### src/hdl/mre_pkg.sv
// Shared types, opcode constants and helpers for the mini RISC executor.
`default_nettype none

package mre_pkg;

    // Default sizes of the architectural state
    localparam int unsigned DATA_WIDTH_DEF = 16;
    localparam int unsigned DATA_DEPTH_DEF = 256;
    localparam int unsigned REG_COUNT_DEF  = 8;

    // Result queue depth, also the bound on items in flight
    localparam int unsigned OUTQ_DEPTH = 4;

    // Commands
    localparam logic CMD_EXEC    = 1'b0;
    localparam logic CMD_PRELOAD = 1'b1;

    // Opcodes, instruction bits 15:12
    localparam logic [3:0] OP_RTYPE = 4'b0000;
    localparam logic [3:0] OP_JUMP  = 4'b0010;
    localparam logic [3:0] OP_ADDI  = 4'b0100;
    localparam logic [3:0] OP_BEQ   = 4'b1000;
    localparam logic [3:0] OP_LW    = 4'b1011;
    localparam logic [3:0] OP_SW    = 4'b1111;

    // R-type function codes; anything else adds
    localparam logic [2:0] FN_SUB = 3'd2;
    localparam logic [2:0] FN_AND = 3'd4;
    localparam logic [2:0] FN_OR  = 3'd5;

    // Input item
    typedef struct packed {
        logic               command;
        logic [15:0]        instruction;
        logic [7:0]         preload_address;
        logic signed [15:0] preload_value;
    } t_item;

    // Result item
    typedef struct packed {
        logic [7:0]         next_pc;
        logic               illegal;
        logic               reg_written;
        logic [2:0]         reg_number;
        logic signed [15:0] reg_result;
        logic               mem_written;
        logic [7:0]         mem_address;
        logic signed [15:0] mem_result;
        logic               branch_taken;
    } t_result;

    // Byte address reduced modulo a depth of 16 to 256 words: the quotient
    // fits in four bits, so four conditional subtractions are enough.
    function automatic logic [7:0] wrap_addr(input logic [7:0] value,
                                             input int unsigned depth);
        logic [11:0] rem;
        rem = {4'd0, value};
        for (int k = 3; k >= 0; k--) begin
            if (rem >= 12'(depth << k)) begin
                rem = rem - 12'(depth << k);
            end
        end
        return rem[7:0];
    endfunction

endpackage

`default_nettype wire

### src/hdl/mre_regfile.sv
// Register file: two registered read ports with write bypass, one write port.
`default_nettype none

module mre_regfile
    import mre_pkg::*;
#(
    parameter int unsigned DATA_WIDTH = DATA_WIDTH_DEF,
    parameter int unsigned REG_COUNT  = REG_COUNT_DEF
) (
    input  wire logic                          i_clk,
    input  wire logic                          i_rst_n,
    input  wire logic [$clog2(REG_COUNT)-1:0]  i_rd_addr_a,
    input  wire logic [$clog2(REG_COUNT)-1:0]  i_rd_addr_b,
    output logic      [DATA_WIDTH-1:0]         o_rd_data_a,
    output logic      [DATA_WIDTH-1:0]         o_rd_data_b,
    input  wire logic                          i_wr_en,
    input  wire logic [$clog2(REG_COUNT)-1:0]  i_wr_addr,
    input  wire logic [DATA_WIDTH-1:0]         i_wr_data
);

    logic [DATA_WIDTH-1:0] r_mem [REG_COUNT];
    logic [REG_COUNT-1:0]  r_written;
    logic [DATA_WIDTH-1:0] r_rd_a;
    logic [DATA_WIDTH-1:0] r_rd_b;
    logic [DATA_WIDTH-1:0] n_rd_a;
    logic [DATA_WIDTH-1:0] n_rd_b;

    // Read data: a write on the same edge wins, unwritten entries read zero
    always_comb begin
        if (i_wr_en && (i_wr_addr == i_rd_addr_a)) begin
            n_rd_a = i_wr_data;
        end else if (r_written[i_rd_addr_a]) begin
            n_rd_a = r_mem[i_rd_addr_a];
        end else begin
            n_rd_a = '0;
        end
        if (i_wr_en && (i_wr_addr == i_rd_addr_b)) begin
            n_rd_b = i_wr_data;
        end else if (r_written[i_rd_addr_b]) begin
            n_rd_b = r_mem[i_rd_addr_b];
        end else begin
            n_rd_b = '0;
        end
    end

    always_ff @(posedge i_clk) begin
        r_rd_a <= n_rd_a;
        r_rd_b <= n_rd_b;
        if (i_wr_en) begin
            r_mem[i_wr_addr] <= i_wr_data;
        end
    end

    // Entry valid bits stand in for clearing the array at reset
    always_ff @(posedge i_clk) begin
        if (!i_rst_n) begin
            r_written <= '0;
        end else if (i_wr_en) begin
            r_written[i_wr_addr] <= 1'b1;
        end
    end

    assign o_rd_data_a = r_rd_a;
    assign o_rd_data_b = r_rd_b;

endmodule

`default_nettype wire

### src/hdl/mre_dmem.sv
// Data memory: one write port, one registered read port, per-word valid bits.
`default_nettype none

module mre_dmem
    import mre_pkg::*;
#(
    parameter int unsigned DATA_WIDTH = DATA_WIDTH_DEF,
    parameter int unsigned DATA_DEPTH = DATA_DEPTH_DEF
) (
    input  wire logic                           i_clk,
    input  wire logic                           i_rst_n,
    input  wire logic                           i_wr_en,
    input  wire logic [$clog2(DATA_DEPTH)-1:0]  i_wr_addr,
    input  wire logic [DATA_WIDTH-1:0]          i_wr_data,
    input  wire logic [$clog2(DATA_DEPTH)-1:0]  i_rd_addr,
    output logic      [DATA_WIDTH-1:0]          o_rd_data
);

    logic [DATA_WIDTH-1:0] r_mem [DATA_DEPTH];
    logic [DATA_DEPTH-1:0] r_written;
    logic [DATA_WIDTH-1:0] r_rd_data;
    logic                  r_rd_valid;

    // Array write and registered read
    always_ff @(posedge i_clk) begin
        if (i_wr_en) begin
            r_mem[i_wr_addr] <= i_wr_data;
        end
        r_rd_data <= r_mem[i_rd_addr];
    end

    // Valid bits: a word never written reads as zero
    always_ff @(posedge i_clk) begin
        if (!i_rst_n) begin
            r_written  <= '0;
            r_rd_valid <= 1'b0;
        end else begin
            if (i_wr_en) begin
                r_written[i_wr_addr] <= 1'b1;
            end
            r_rd_valid <= r_written[i_rd_addr];
        end
    end

    assign o_rd_data = r_rd_valid ? r_rd_data : '0;

endmodule

`default_nettype wire

### src/hdl/mre_outq.sv
// Result queue between the pipeline and the output channel.
`default_nettype none

module mre_outq
    import mre_pkg::*;
#(
    parameter int unsigned DEPTH = OUTQ_DEPTH
) (
    input  wire logic                         i_clk,
    input  wire logic                         i_rst_n,
    input  wire logic                         i_push,
    input  wire t_result                      i_data,
    output logic                              o_valid,
    input  wire logic                         i_ready,
    output t_result                           o_data,
    output logic      [$clog2(DEPTH+1)-1:0]   o_count
);

    localparam int unsigned PW = $clog2(DEPTH);
    localparam int unsigned CW = $clog2(DEPTH + 1);

    t_result          r_buf [DEPTH];
    logic [PW-1:0]    r_wr_ptr;
    logic [PW-1:0]    r_rd_ptr;
    logic [CW-1:0]    r_count;
    logic             pop;

    assign pop = (r_count != '0) && i_ready;

    always_ff @(posedge i_clk) begin
        if (i_push) begin
            r_buf[r_wr_ptr] <= i_data;
        end
    end

    // Pointers and fill level; the producer never pushes into a full queue
    always_ff @(posedge i_clk) begin
        if (!i_rst_n) begin
            r_wr_ptr <= '0;
            r_rd_ptr <= '0;
            r_count  <= '0;
        end else begin
            if (i_push) begin
                r_wr_ptr <= (r_wr_ptr == PW'(DEPTH - 1)) ? '0 : r_wr_ptr + 1'b1;
            end
            if (pop) begin
                r_rd_ptr <= (r_rd_ptr == PW'(DEPTH - 1)) ? '0 : r_rd_ptr + 1'b1;
            end
            if (i_push && !pop) begin
                r_count <= r_count + 1'b1;
            end else if (!i_push && pop) begin
                r_count <= r_count - 1'b1;
            end
        end
    end

    assign o_valid = (r_count != '0);
    assign o_data  = r_buf[r_rd_ptr];
    assign o_count = r_count;

endmodule

`default_nettype wire

### src/hdl/mini_risc_instruction_executor.sv
// Top level: three-stage executor around the register file and data memory.
`default_nettype none

// Executes one 16-bit instruction, or one data memory preload, per input
// transfer and returns one result per transfer, in order. Sustained rate is
// one item per clock. The register file is read at the input transfer, the
// execute stage does the ALU, branch and address work and the data memory
// access, and the writeback stage returns load data and writes the register
// file; results pass from the writeback stage into a four-entry queue and
// wait there for the output. Results of earlier instructions are
// forwarded to later ones, so back-to-back dependent items never stall. Input
// ready drops only when four items are in flight or queued, i.e. when the
// output side holds off. The register file and data memory come out of
// reset cleared through per-entry valid bits; no clearing pass is needed.
module mini_risc_instruction_executor
    import mre_pkg::*;
#(
    parameter int unsigned DATA_WIDTH = DATA_WIDTH_DEF,
    parameter int unsigned DATA_DEPTH = DATA_DEPTH_DEF,
    parameter int unsigned REG_COUNT  = REG_COUNT_DEF
) (
    input  wire logic    i_clk,
    input  wire logic    i_rst_n,
    input  wire logic    i_valid,
    output logic         o_ready,
    input  wire t_item   i_item,
    output logic         o_valid,
    input  wire logic    i_ready,
    output t_result      o_result
);

    localparam int unsigned RW    = $clog2(REG_COUNT);
    localparam int unsigned AW    = $clog2(DATA_DEPTH);
    localparam int unsigned CW    = $clog2(OUTQ_DEPTH + 1);
    localparam int unsigned EXT_W = (DATA_WIDTH > 16) ? DATA_WIDTH : 16;

    typedef struct packed {
        t_result               res;
        logic                  is_load;
        logic                  reg_we;
        logic [2:0]            reg_num;
        logic [DATA_WIDTH-1:0] alu;
    } t_wb;

    // Pipeline registers
    logic                  r_ex_valid;
    t_item                 r_ex_item;
    logic                  r_wb_valid;
    t_wb                   r_wb;
    logic [7:0]            r_pc;

    logic                  accept;
    logic [CW-1:0]         q_count;
    logic [CW+1:0]         in_flight;

    logic [DATA_WIDTH-1:0] rf_a;
    logic [DATA_WIDTH-1:0] rf_b;
    logic [DATA_WIDTH-1:0] dm_rd_data;
    logic [DATA_WIDTH-1:0] wb_data;
    t_result               wb_res;

    // Execute stage signals
    logic [3:0]            op;
    logic [2:0]            rs;
    logic [2:0]            rt;
    logic [2:0]            rd;
    logic [2:0]            fn;
    logic [5:0]            imm6;
    logic [DATA_WIDTH-1:0] imm_w;
    logic [DATA_WIDTH-1:0] opnd_a;
    logic [DATA_WIDTH-1:0] opnd_b;
    logic [DATA_WIDTH-1:0] alu;
    logic [7:0]            pc_inc;
    logic [7:0]            ex_addr;
    logic [7:0]            pre_addr;
    logic [DATA_WIDTH-1:0] pre_word;
    logic                  dm_wr_en;
    logic [AW-1:0]         dm_wr_addr;
    logic [DATA_WIDTH-1:0] dm_wr_data;
    t_wb                   n_wb;

    // Input side: accept while fewer than a queue's worth of items are held
    assign in_flight = (CW+2)'(q_count) + (CW+2)'(r_ex_valid) + (CW+2)'(r_wb_valid);
    assign o_ready   = (in_flight < (CW+2)'(OUTQ_DEPTH));
    assign accept    = i_valid && o_ready;

    mre_regfile #(
        .DATA_WIDTH (DATA_WIDTH),
        .REG_COUNT  (REG_COUNT)
    ) u_regfile (
        .i_clk       (i_clk),
        .i_rst_n     (i_rst_n),
        .i_rd_addr_a (RW'(i_item.instruction[11:9])),
        .i_rd_addr_b (RW'(i_item.instruction[8:6])),
        .o_rd_data_a (rf_a),
        .o_rd_data_b (rf_b),
        .i_wr_en     (r_wb_valid && r_wb.reg_we),
        .i_wr_addr   (RW'(r_wb.reg_num)),
        .i_wr_data   (wb_data)
    );

    // Decode fields of the item in execute
    assign op   = r_ex_item.instruction[15:12];
    assign rs   = r_ex_item.instruction[11:9];
    assign rt   = r_ex_item.instruction[8:6];
    assign rd   = r_ex_item.instruction[5:3];
    assign fn   = r_ex_item.instruction[2:0];
    assign imm6 = r_ex_item.instruction[5:0];
    assign imm_w = {{(DATA_WIDTH-6){imm6[5]}}, imm6};

    // Forward the writeback value to the operands of the next instruction
    assign opnd_a = (r_wb_valid && r_wb.reg_we && (r_wb.reg_num == rs)) ? wb_data : rf_a;
    assign opnd_b = (r_wb_valid && r_wb.reg_we && (r_wb.reg_num == rt)) ? wb_data : rf_b;

    // ALU
    always_comb begin
        if (op == OP_ADDI) begin
            alu = opnd_a + imm_w;
        end else begin
            unique case (fn)
                FN_SUB:  alu = opnd_a - opnd_b;
                FN_AND:  alu = opnd_a & opnd_b;
                FN_OR:   alu = opnd_a | opnd_b;
                default: alu = opnd_a + opnd_b;
            endcase
        end
    end

    assign pc_inc   = r_pc + 8'd1;
    assign ex_addr  = wrap_addr(opnd_a[7:0] + {{2{imm6[5]}}, imm6}, DATA_DEPTH);
    assign pre_addr = wrap_addr(r_ex_item.preload_address, DATA_DEPTH);
    assign pre_word = DATA_WIDTH'(EXT_W'(r_ex_item.preload_value[15:0]));

    // Execute: next PC, memory access and the result fields known here
    always_comb begin
        n_wb         = '0;
        n_wb.alu     = alu;
        n_wb.res.next_pc = r_pc;
        dm_wr_en     = 1'b0;
        dm_wr_addr   = ex_addr[AW-1:0];
        dm_wr_data   = opnd_b;
        if (r_ex_item.command == CMD_PRELOAD) begin
            dm_wr_en   = r_ex_valid;
            dm_wr_addr = pre_addr[AW-1:0];
            dm_wr_data = pre_word;
            n_wb.res.mem_written = 1'b1;
            n_wb.res.mem_address = pre_addr;
            n_wb.res.mem_result  = EXT_W'(pre_word);
        end else begin
            n_wb.res.next_pc = pc_inc;
            unique case (op)
                OP_RTYPE: begin
                    n_wb.reg_we  = 1'b1;
                    n_wb.reg_num = rd;
                end
                OP_JUMP: begin
                    n_wb.res.next_pc      = {1'b0, r_ex_item.instruction[6:0]} + 8'd1;
                    n_wb.res.branch_taken = 1'b1;
                end
                OP_ADDI: begin
                    n_wb.reg_we  = 1'b1;
                    n_wb.reg_num = rt;
                end
                OP_BEQ: begin
                    if (opnd_a == opnd_b) begin
                        n_wb.res.next_pc      = pc_inc + {{2{imm6[5]}}, imm6};
                        n_wb.res.branch_taken = 1'b1;
                    end
                end
                OP_LW: begin
                    n_wb.is_load = 1'b1;
                    n_wb.reg_we  = 1'b1;
                    n_wb.reg_num = rt;
                    n_wb.res.mem_address = ex_addr;
                end
                OP_SW: begin
                    dm_wr_en = r_ex_valid;
                    n_wb.res.mem_written = 1'b1;
                    n_wb.res.mem_address = ex_addr;
                    n_wb.res.mem_result  = EXT_W'(opnd_b);
                end
                default: begin
                    n_wb.res.next_pc = r_pc;
                    n_wb.res.illegal = 1'b1;
                end
            endcase
        end
        n_wb.res.reg_written = n_wb.reg_we;
        n_wb.res.reg_number  = n_wb.reg_num;
    end

    mre_dmem #(
        .DATA_WIDTH (DATA_WIDTH),
        .DATA_DEPTH (DATA_DEPTH)
    ) u_dmem (
        .i_clk     (i_clk),
        .i_rst_n   (i_rst_n),
        .i_wr_en   (dm_wr_en),
        .i_wr_addr (dm_wr_addr),
        .i_wr_data (dm_wr_data),
        .i_rd_addr (ex_addr[AW-1:0]),
        .o_rd_data (dm_rd_data)
    );

    // Writeback: load data arrives from the memory, register value chosen
    assign wb_data = r_wb.is_load ? dm_rd_data : r_wb.alu;

    always_comb begin
        wb_res = r_wb.res;
        if (r_wb.reg_we) begin
            wb_res.reg_result = EXT_W'(wb_data);
        end
        if (r_wb.is_load) begin
            wb_res.mem_result = EXT_W'(dm_rd_data);
        end
    end

    // Stage registers and program counter
    always_ff @(posedge i_clk) begin
        if (accept) begin
            r_ex_item <= i_item;
        end
        r_wb <= n_wb;
    end

    always_ff @(posedge i_clk) begin
        if (!i_rst_n) begin
            r_ex_valid <= 1'b0;
            r_wb_valid <= 1'b0;
            r_pc       <= '0;
        end else begin
            r_ex_valid <= accept;
            r_wb_valid <= r_ex_valid;
            if (r_ex_valid) begin
                r_pc <= n_wb.res.next_pc;
            end
        end
    end

    mre_outq #(
        .DEPTH (OUTQ_DEPTH)
    ) u_outq (
        .i_clk   (i_clk),
        .i_rst_n (i_rst_n),
        .i_push  (r_wb_valid),
        .i_data  (wb_res),
        .o_valid (o_valid),
        .i_ready (i_ready),
        .o_data  (o_result),
        .o_count (q_count)
    );

endmodule

`default_nettype wire
### config.mk
export PLATFORM = sky130hd
export DESIGN_NAME = mini_risc_instruction_executor
export DESIGN_NICKNAME = d
export VERILOG_FILES = /design/src/hdl/mre_pkg.sv /design/src/hdl/mre_regfile.sv /design/src/hdl/mre_dmem.sv /design/src/hdl/mre_outq.sv /design/src/hdl/mini_risc_instruction_executor.sv
export SDC_FILE = /design/constraint.sdc
export NUM_CORES = 2
export LEC_CHECK = 0
export CAP_MARGIN = 30
export CORE_MARGIN = 3
export CORE_UTILIZATION = 60
export CTS_CLUSTER_SIZE = 40
export DETAILED_ROUTE_END_ITERATION = 8
export DONT_BUFFER_PORTS = 1
export PLACE_DENSITY = 0.76
export SLEW_MARGIN = 0
export SYNTH_ARGS = -nofsm -noshare
export SYNTH_HDL_FRONTEND = slang
export SYNTH_MEMORY_MAX_BITS = 65536
export SYNTH_SLANG_ARGS = --single-unit
### constraint.sdc
create_clock -name i_clk -period 15.72 [get_ports i_clk]
set_input_delay 4.716 -clock i_clk [delete_from_list [all_inputs] [get_ports i_clk]]
set_output_delay 4.716 -clock i_clk [all_outputs]
set_load 0.1 [all_outputs]
==> key figures <==
Status
  • Outcome: finished with violations
  • Failing checks: DRC

Synthesis
  • Synth cell types: 69
  • Warnings from Yosys: 0
  • Top-area cell type share of the netlist area: 71.3%
  • Seq/Total Area, Yosys: 75.4%
  • Primary FF master, synth: edfxtp_1
  • Synth Instances: 8474
  • Synth area leaders: edfxtp_1, mux4_2, dfxtp_1
  • FFs w/ async S/R, synth: 0%
  • Post-synth EDFFs: 4485
  • Mean Syn Cell Area: 22.3 sq um
  • Flops & latches, synth: 4873
  • Syn nets: 8602
  • Largest area contributor in the netlist: edfxtp_1
  • Mapped Area: 189000 sq um

Route
  • Post-route antenna net violation count: 0
  • Via density: 7.04
  • Drt total wl: 501000 um
  • WL per Instance: 37.1 um
  • DRT iter0 DRCs: 15300
  • 1st-pass router iterations: 9
  • DR vias: 95200
  • # DRC: 4

Critical path
  • CP max-delay cell: fa_4
  • Cells along the critical path: and2_1 > buf_4 > a21oi_1 > a21oi_1 > ha_4 > inv_1 > fa_4 > buf_12 > buf_4 > buf_4 > mux4_2 > mux4_2 > mux4_2 > mux2_2 > o211a_1
  • Worst setup EP type: flop
  • Critical path peak fanout: 142
  • Required time of the critical path: 16.57 ns
  • Crit-path leading delay family: buffers and inverters
  • Critical path startpoint category: flop
  • Worst path bufs/invs: 5
  • Critical path's largest stage delay: 1.42 ns
  • CP Class: flop to flop
  • Worst EP arrival: 9.65 ns

Floorplanning
  • Initial core utilization: 60.4%
  • # rows: 205
  • Die Wd: 567 um
  • IO Pins: 102
  • Core ar.: 313000 sq um
  • Die height: 567 um
  • Die Outline Area: 322000 sq um

Clocking
  • Post-CTS sizing: 0
  • # hold bufs at CTS: 0
  • Clock transition at path regs: 0.06 ns
  • Skew-Pair Late Insertion Delay: 1.00 ns
  • Htree depth: 5
  • Root Driver: clkbuf_16
  • Clock Sinks: 4873
  • Setup Buffers After CTS: 0
  • CTS buffer count: 457
  • CTS tree: built
  • Max Buffers Root-to-Sink: 4

Timing
  • Tmin final: 8.80 ns
  • Slew margin rel.: 2.83%
  • Hold Vio Cnt, Final: 0
  • Final WS setup: 6.92 ns
  • Fin Clk Skew: 0.0793 ns
  • Max Slew Vio Count: 0
  • Highest clock rate: 114 MHz
  • Setup violators final: 0
  • Fin crit share: 56.0%
  • Setup total negative slack: 0 ns
  • RSZ-0062 raised after global routing: false
  • Worst-Margin Slew: 1.46 ns

Global routing
  • Pin count of the biggest net entering global routing: 283
  • Number of global-route vias before repair: 95100
  • Overall Global Routing Usage: 31.3%
  • First-pass GRT wire length: 713000 um
  • Initial antenna violation count: 48
  • Global route total overflow: 0

Pwr
  • Worst ir drop on vdd: 0.0985 mV
  • P_leak: 0.0682 uW
  • Pwr dens: 144 nW/um^2
  • Final Power: 30700 uW

Hold path
  • Type of the most critical hold path: flop to flop

Placed design
  • Placed cell count: 12600
  • Routability cong.: 0.888
  • Place WS: 7.10 ns
  • Port buffer count: 0
  • Dpl hpwl: 277000 um

Flow run
  • Maxcap violations: 0

Cells and area
  • Non-filler cells, final: 13500
  • Area growth, synth to finish: 12.8%
  • Layout cells sized above 1: 31.0%
  • Nets: 9076
  • Util after Layout: 68.2%
  • Number of fill cells: 17900
==> cell usage in the layout (no fill, tap or decap), types with 19 or more instances in the layout <==
cell type   instances
clkbuf_8           48
dfxtp_1           386
mux4_2           1566
clkbuf_1          103
clkinvlp_4         25
nor2_2             81
inv_1             100
edfxtp_1         4485
diode_2            31
clkinv_2           76
clkinv_1           64
buf_4             415
o21a_1            275
xnor2_1            31
clkbuf_16         469
buf_16             35
nor2b_1            44
mux2i_1            50
o22ai_1            39
a21oi_1            93
nand3_1            24
nor2_1            261
nand2_1           115
bufinv_16          45
and2_1             24
o21ai_0            75
ha_1               78
xor2_1             19
==> metrics by stage <==
stage / hold WS (ns) / cell area, sq um
finish: 0.461 / 213000
CTS: 0.463 / 212000
global route: 0.473 / 213000
floorplan: 0.435 / 189000
detailed placement: 0.448 / 197000
global placement: 0.441 / 196000
==> worst register-to-register path, stage by stage, from the launching register on <==
cell and delay [ns]:
dfxtp_1 0.82, and2_1 0.24, buf_4 0.31, a21oi_1 0.30, a21oi_1 0.47, ha_4 0.20
inv_1 0.05, fa_4 1.42, buf_12 0.68, buf_4 0.95, buf_4 0.78, mux4_2 0.52
mux4_2 0.58, mux4_2 0.70, mux2_2 0.44, o211a_1 0.23
==> cells by family (layout without fill, tap and decap cells) <==
family	Yosys count	count (layout)	share of synthesized area, %
xor gates and xnor gates	53	53	0.250
other	0	31	0
DFF	4873	4873	75.4
adders and majority gates	83	83	0.565
and+or+nand+nor	650	650	1.52
muxes	1622	1622	19.0
AOI/OAI and AO/OA	618	618	2.19
buffers and inverters	575	1444	1.15
==> where the power goes <==
group,switching [uW],total [uW],internal (uW)
Combinational,2930,4580,1650
Sequential,200,14900,14700
Clock,4820,11300,6450
Total,7950,30700,22800
==> cells in the mapped netlist (all sizes together), types with 11 or more instances <==
library cell	count
nand2b	11
xnor2	32
and2	30
buf	120
clkbuf	352
a21o	11
nor2b	44
ha	79
nand2	132
a31oi	12
o21a	275
dfxtp	388
o21ai	105
nand3	24
xor2	21
a21oi	94
nor3	17
inv	101
nor2	344
mux2i	52
edfxtp	4485
o22ai	39
mux4	1566
a22oi	12
==> layer usage <==
| metal | vias to the layer above | wire (um) | track usage (%) |
|---|---|---|---|
| met4 | 34 | 23900 | 12.8 |
| met2 | 7291 | 239000 | 48.6 |
| met5 | - | 495 | 0 |
| li1 | 36700 | - | - |
| met3 | 1214 | 65000 | 9.23 |
| met1 | 50000 | 173000 | 42.3 |
==> layout make-up <==
| cell class | instances | area (sq um) | area share (%) |
|---|---|---|---|
| clock inverter | 234 | 2620 | 1.23 |
| sequential | 4873 | 142000 | 66.8 |
| multi-input combinational | 3026 | 45000 | 21.1 |
| tap | 4140 | 5180 | 2.43 |
| inverter | 103 | 392 | 0.184 |
| antenna | 31 | 77.6 | 0.0364 |
| clock buffer | 620 | 12800 | 6.00 |
| timing repair buffer | 487 | 4660 | 2.19 |
==> final timing paths <==
kind                    startpoint               endpoint  slack, ns  depth (start not counted)
max              u_dmem.r_rd_valid      u_dmem.r_rd_valid       6.92                         15
min          u_dmem.r_written[197]  u_dmem.r_written[197]       0.46                          1
max reg2reg      u_dmem.r_rd_valid      u_dmem.r_rd_valid       6.92                         15
min reg2reg  u_dmem.r_written[197]  u_dmem.r_written[197]       0.46                          1
==> sequential cells by signal (all words and copies together) (netlist names), 3 cells and up, named ones only <==
register	flops
u_dmem.r_mem	4096
u_dmem.r_written	256
u_outq.r_buf	220
u_regfile.r_mem	128
r_wb	56
pre_word	16
u_dmem.r_rd_data	16
u_regfile.o_rd_data_a	16
u_regfile.o_rd_data_b	16
pre_addr	8
r_pc	8
u_regfile.r_written	8
r_ex_item	7
op	4
fn	3
imm6	3
u_outq.o_count	3
Note: power is estimated with default switching activity, not from simulation.
